`config.mk`:
```
export PLATFORM = sky130hd
export DESIGN_NAME = pba_locate
export DESIGN_NICKNAME = d
export VERILOG_FILES = /design/src/rtl/core/pba_pkg.sv /design/src/rtl/core/pba_locate.sv
export SDC_FILE = /design/constraint.sdc
export NUM_CORES = 1
export LEC_CHECK = 0
export CAP_MARGIN = 30
export CORE_MARGIN = 5
export CORE_UTILIZATION = 59
export CTS_BUF_LIST = sky130_fd_sc_hd__clkbuf_4 sky130_fd_sc_hd__clkbuf_8 sky130_fd_sc_hd__clkbuf_16
export DETAILED_ROUTE_END_ITERATION = 7
export DONT_BUFFER_PORTS = 1
export PLACE_DENSITY = 0.76
export RECOVER_POWER = 25
export SYNTH_ARGS = -nofsm -noshare
export SYNTH_HDL_FRONTEND = slang
export SYNTH_SLANG_ARGS = --single-unit
export TNS_END_PERCENT = 10
```
`constraint.sdc`:
```
create_clock -name clk -period 0.8 [get_ports clk]
set_input_delay 0.16 -clock clk [delete_from_list [all_inputs] [get_ports clk]]
set_output_delay 0.16 -clock clk [all_outputs]
set_load 0.01 [all_outputs]
```
`src/rtl/core/pba_pkg.sv`:
```
// shared types and constants for the page bitmap allocator
package pba_pkg;

  localparam int PAGE_W     = 15;
  localparam int LOC_WORD_W = 12;
  localparam int LOC_BIT_W  = 6;

  typedef enum logic [1:0] {
    FN_MARK_USED = 2'd0,
    FN_MARK_FREE = 2'd1,
    FN_QUERY     = 2'd2,
    FN_FIND      = 2'd3
  } func_t;

  typedef enum logic [2:0] {
    ST_CLEAR,
    ST_IDLE,
    ST_LOCATE,
    ST_ACCESS,
    ST_SCAN,
    ST_PLACE,
    ST_DONE
  } state_t;

  typedef struct packed {
    logic                  valid;
    logic [LOC_WORD_W-1:0] word;
    logic [LOC_BIT_W-1:0]  bit_idx;
  } loc_t;

endpackage

```
`src/rtl/core/pba_locate.sv`:
```
// page index to word and bit position, reciprocal divide over three stages
module pba_locate #(
  parameter int NUM_PAGES = 32768,
  parameter int WORD_BITS = 32
) (
  input  logic                       clk,
  input  logic                       rst,
  input  logic                       start,
  input  logic [pba_pkg::PAGE_W-1:0] page,
  output logic                       done,
  output pba_pkg::loc_t              loc
);

  localparam int RECIP = 32768 / WORD_BITS;

  logic [27:0]                        prod1;
  logic [18:0]                        rem;
  logic                               v1;
  logic                               v2;
  logic [pba_pkg::LOC_WORD_W-1:0]     q_a;
  logic [pba_pkg::LOC_WORD_W-1:0]     q_b;
  logic [pba_pkg::PAGE_W-1:0]         page_a;
  logic [pba_pkg::PAGE_W-1:0]         page_b;
  logic [18:0]                        prod2;

  assign prod1 = 28'(page) * 28'(RECIP);
  assign rem   = 19'(page_b) - prod2;

  always_ff @(posedge clk) begin
    if (rst) begin
      v1   <= 1'b0;
      v2   <= 1'b0;
      done <= 1'b0;
    end else begin
      v1   <= start;
      v2   <= v1;
      done <= v2;
    end
  end

  // quotient estimate is exact or one low, fixed in the last stage
  always_ff @(posedge clk) begin
    q_a    <= prod1[26:15];
    page_a <= page;
    q_b    <= q_a;
    page_b <= page_a;
    prod2  <= 19'(q_a) * 19'(WORD_BITS);
    loc.valid <= 17'(page_b) < 17'(NUM_PAGES);
    if (rem >= 19'(WORD_BITS)) begin
      loc.word    <= q_b + 1'b1;
      loc.bit_idx <= pba_pkg::LOC_BIT_W'(rem - 19'(WORD_BITS));
    end else begin
      loc.word    <= q_b;
      loc.bit_idx <= pba_pkg::LOC_BIT_W'(rem);
    end
  end

endmodule

```
# == Word level (Yosys, flattened, before mapping) ==
# Cells that the tools add are included.
# classes
add_sub_neg,3
n_lt_le_gt_ge,1
mux,1
# ops
operator,n
"19-bit by 6-bit >= comparator with 1-bit output, second input constant",1
16-bit 2-to-1 mux,1
15-bit by 15-bit subtractor with 16-bit output,1
"10-bit by 1-bit adder with 11-bit output, second input constant",1
"6-bit subtractor, second input constant",1
# word_totals
ff_bits,70
input_bits,18
out_inout_bits,20

# == Logic depth before layout (Yosys ltp) ==
# logic_depth
word_depth,3
ltp_mapped,1

# == Worst setup path after synthesis ==
# Ideal clock, no wire load.
# synth_timing
path_kind,reg-to-output
from,register done
to,output port done
arrival_ns,0.331
required_time_ns,0.640
path_slack_ns,0.309
stages_incl_launch_ff,1
n_path_buf,0
cell_sequence,dfxtp_1
# synth_lines
element,line_no,text
start: declaration,pba_locate.sv:10,"output logic done,"
start signal: assignment,pba_locate.sv:37,done <= v2;
# No word-level cell between the ends.

# == Final worst setup path ==
# layout_timing
from,register loc[1] in the netlist's numbering
to,output port loc[1] in the netlist's numbering
# layout_lines
element,line_no,text
start: declaration,pba_locate.sv:11,output pba_pkg::loc_t loc
# No word-level cell between the ends.

==> PnR_summary.wiki <==
{| class="wikitable"
! Metric !! Value
|-
| Highest-count cells in the layout ignoring fill and taps || sky130_fd_sc_hd__dfxtp_1 (32), sky130_fd_sc_hd__dlygate4sd3_1 (17), sky130_fd_sc_hd__dfxtp_2 (16), sky130_fd_sc_hd__clkbuf_4 (5), sky130_fd_sc_hd__conb_1 (4)
|-
| Worst path arrival time || 720 ps
|-
| Clk root buf || sky130_fd_sc_hd__clkbuf_4
|-
| Capture point of the worst reg-to-reg path || v2
|-
| Routability cong. || 0.605
|-
| Synth Instances || 57
|-
| # Post-CTS Setup Buffers || 0
|-
| Residual DRC || 0
|-
| Count of TritonRoute iterations in the first routing pass || 3
|-
| Cell row count || 15
|-
| Static Leakage || 0.537 nW
|-
| VDD IR max || 2390 uV
|-
| Number of global-route vias before repair || 405
|-
| Worst Setup Slack, final || -77.0 ps
|-
| Post-layout minimum cycle time || 877 ps
|-
| Detailed-route via count || 403
|-
| RSZ-0062 raised after global routing || yes
|-
| Maximum number of pins on one net before global-route repair || 17
|-
| # Max-Cap Violations || 0
|-
| Syn Area/Cell || 17.8 um^2
|-
| Number of distinct library cell variants in the gate-level netlist after synthesis || 4
|-
| Total GRT Usage || 10.9%
|-
| Layout cell share with drive strength beyond 1 || 30.0%
|-
| Number of top-level pins || 38
|-
| Clock tree from TritonCTS || yes
|-
| Antenna-violating nets left || 0
|-
| Worst min-delay path startpoint || page_b[10]
|-
| Initial core utilization || 60.2%
|-
| Inst Count DP || 72
|-
| Quantity of I/O buffers inserted on ports || 0
|-
| Wire per inst || 12.2 um
|-
| Setup slack, reg-to-reg || 280 ps
|-
| Critical path class || reg -> out
|-
| Global-route wire length before repair || 1.87 mm
|-
| Detailed router's first-iteration violation count || 1
|-
| Data required time at the worst endpoint || 640 ps
|-
| Final Hold Fails || 0
|-
| Yosys synthesis warning count || 0
|-
| Number of antenna diodes || 0
|-
| Min-Delay Path Class || reg -> reg
|-
| Deepest level of the CTS H-tree || 2
|-
| Final #Nets || 97
|-
| Period utilization || 110%
|-
| Final standard cell count with taps included and fillers excluded || 97
|-
| Skew-Pair Late Insertion Delay || 340 ps
|-
| Die outline height || 51.5 um
|-
| Sort of element at the end of the critical path || primary output
|-
| Total CTS buffers || 5
|-
| GRT overflow || 0
|-
| Clk sinks || 48
|-
| Antenna violations before repair || 0
|-
| Worst hold stages || 0
|-
| Utilization after layout || 76.4%
|-
| Pwr Total || 4.03 mW
|-
| Clock transition at the register clock pins on the worst setup and hold paths after CTS || 130 ps
|-
| Status || complete, but fails checks
|-
| Most common cell after layout, fill and taps aside || sky130_fd_sc_hd__dfxtp_1
|-
| Max Root-Sink Buffers || 2
|-
| Average vias per placed instance || 4.15
|-
| Syn-to-layout area delta || 26.8%
|-
| Area of the die || 2650 um^2
|-
| Total detailed-routing wirelength || 1.19 mm
|-
| Post-synthesis cell area || 1020 um^2
|-
| Core Footprint || 1690 um^2
|-
| Worst R2R Path Depth || 1
|-
| Worst-path fanout max || 1
|-
| Worst Skew || 5.71 ps
|-
| PD cells || 3120 nW/um^2
|-
| Die X || 51.5 um
|-
| Pre-CTS worst setup slack || 281 ps
|-
| Source of the worst register-to-register timing path || v1
|-
| Sequential cell area fraction in the yosys report || 94.5%
|-
| Endpoint of the worst hold-timing path || loc[11]
|-
| Fmax achieved || 1140 MHz
|-
| Final count of negative-setup-slack endpoints || 16
|-
| Setup total negative slack || -1020 ps
|-
| Violated checks || negative setup slack
|-
| Flip-flop and latch count after synthesis || 48
|-
| Slew Limit Fails || 0
|-
| Nature of the critical path startpoint || flip-flop
|}
==> layout make-up <==
| class | count | area [um^2] |
|---|---|---|
| multi-input cells | 7 | 33.8 |
| repair buffers | 17 | 170 |
| fillers | 98 | 399 |
| clock buffers | 5 | 37.5 |
| flip-flops and latches | 48 | 981 |
| clock inverters | 3 | 46.3 |
| well taps | 17 | 21.3 |
==> registers in the layout, indices dropped and copies added, names as in the netlist <==
name / flops
q_b: 1
loc: 15
v2: 1
done: 1
page_b: 14
q_a: 1
v1: 1
page_a: 14
==> power by group <==
| part | internal (mW) | switching (mW) |
|---|---|---|
| registers | 2.53 | 0.0537 |
| logic | 0.0579 | 0.0217 |
| clock network | 0.668 | 0.704 |
| total | 3.25 | 0.780 |
==> worst max-delay path by stage <==
stage,slack [ps],end,depth (start not counted),startpoint
global placement,300,loc[10],0,loc[10]
detailed placement,280,loc[1],0,loc[1]
global route,-130,loc[7],0,loc[7]
CTS,-110,loc[1],0,loc[1]
floorplan,310,done,0,done
finish,-80,loc[1],0,loc[1]
==> logic make-up (layout without fill, tap and decap cells) <==
kind of cell / after synthesis / in the layout / synth area share (%)
DFF: 48 / 48 / 94.5
buffers and inverters: 4 / 25 / 2.95
and+or+nand+nor: 3 / 3 / 1.85
other: 2 / 4 / 0.738
==> layer usage <==
metal	track usage [%]	wire [um]	vias to the layer above
met2	17.4	602	22
met5	0	0	-
met3	6.30	105	5
met1	10.2	440	168
li1	-	-	208
met4	7.86	38	0
==> repair_timing <==
item / CTS / global route
endpoints found under the setup margin: 16 / 16
endpoints found under the hold margin: 18 / 0
gates resized for setup: 16 / 0
hold buffers: 17 / 0
==> per-stage QoR <==
stage	hold slack (ps)	instance area [um^2]
after global placement	188	1020
after detailed placement	188	1020
final	329	1290
after global routing	328	1290
after floorplan	188	1020
after CTS	327	1290
==> cells in the mapped netlist <==
cell type | count | area [um^2]
sky130_fd_sc_hd__dfxtp_1 | 48 | 961
sky130_fd_sc_hd__buf_4 | 4 | 30.0
sky130_fd_sc_hd__nor2b_1 | 3 | 18.8
sky130_fd_sc_hd__conb_1 | 2 | 7.51
Note: power is estimated with default switching activity, not from simulation.
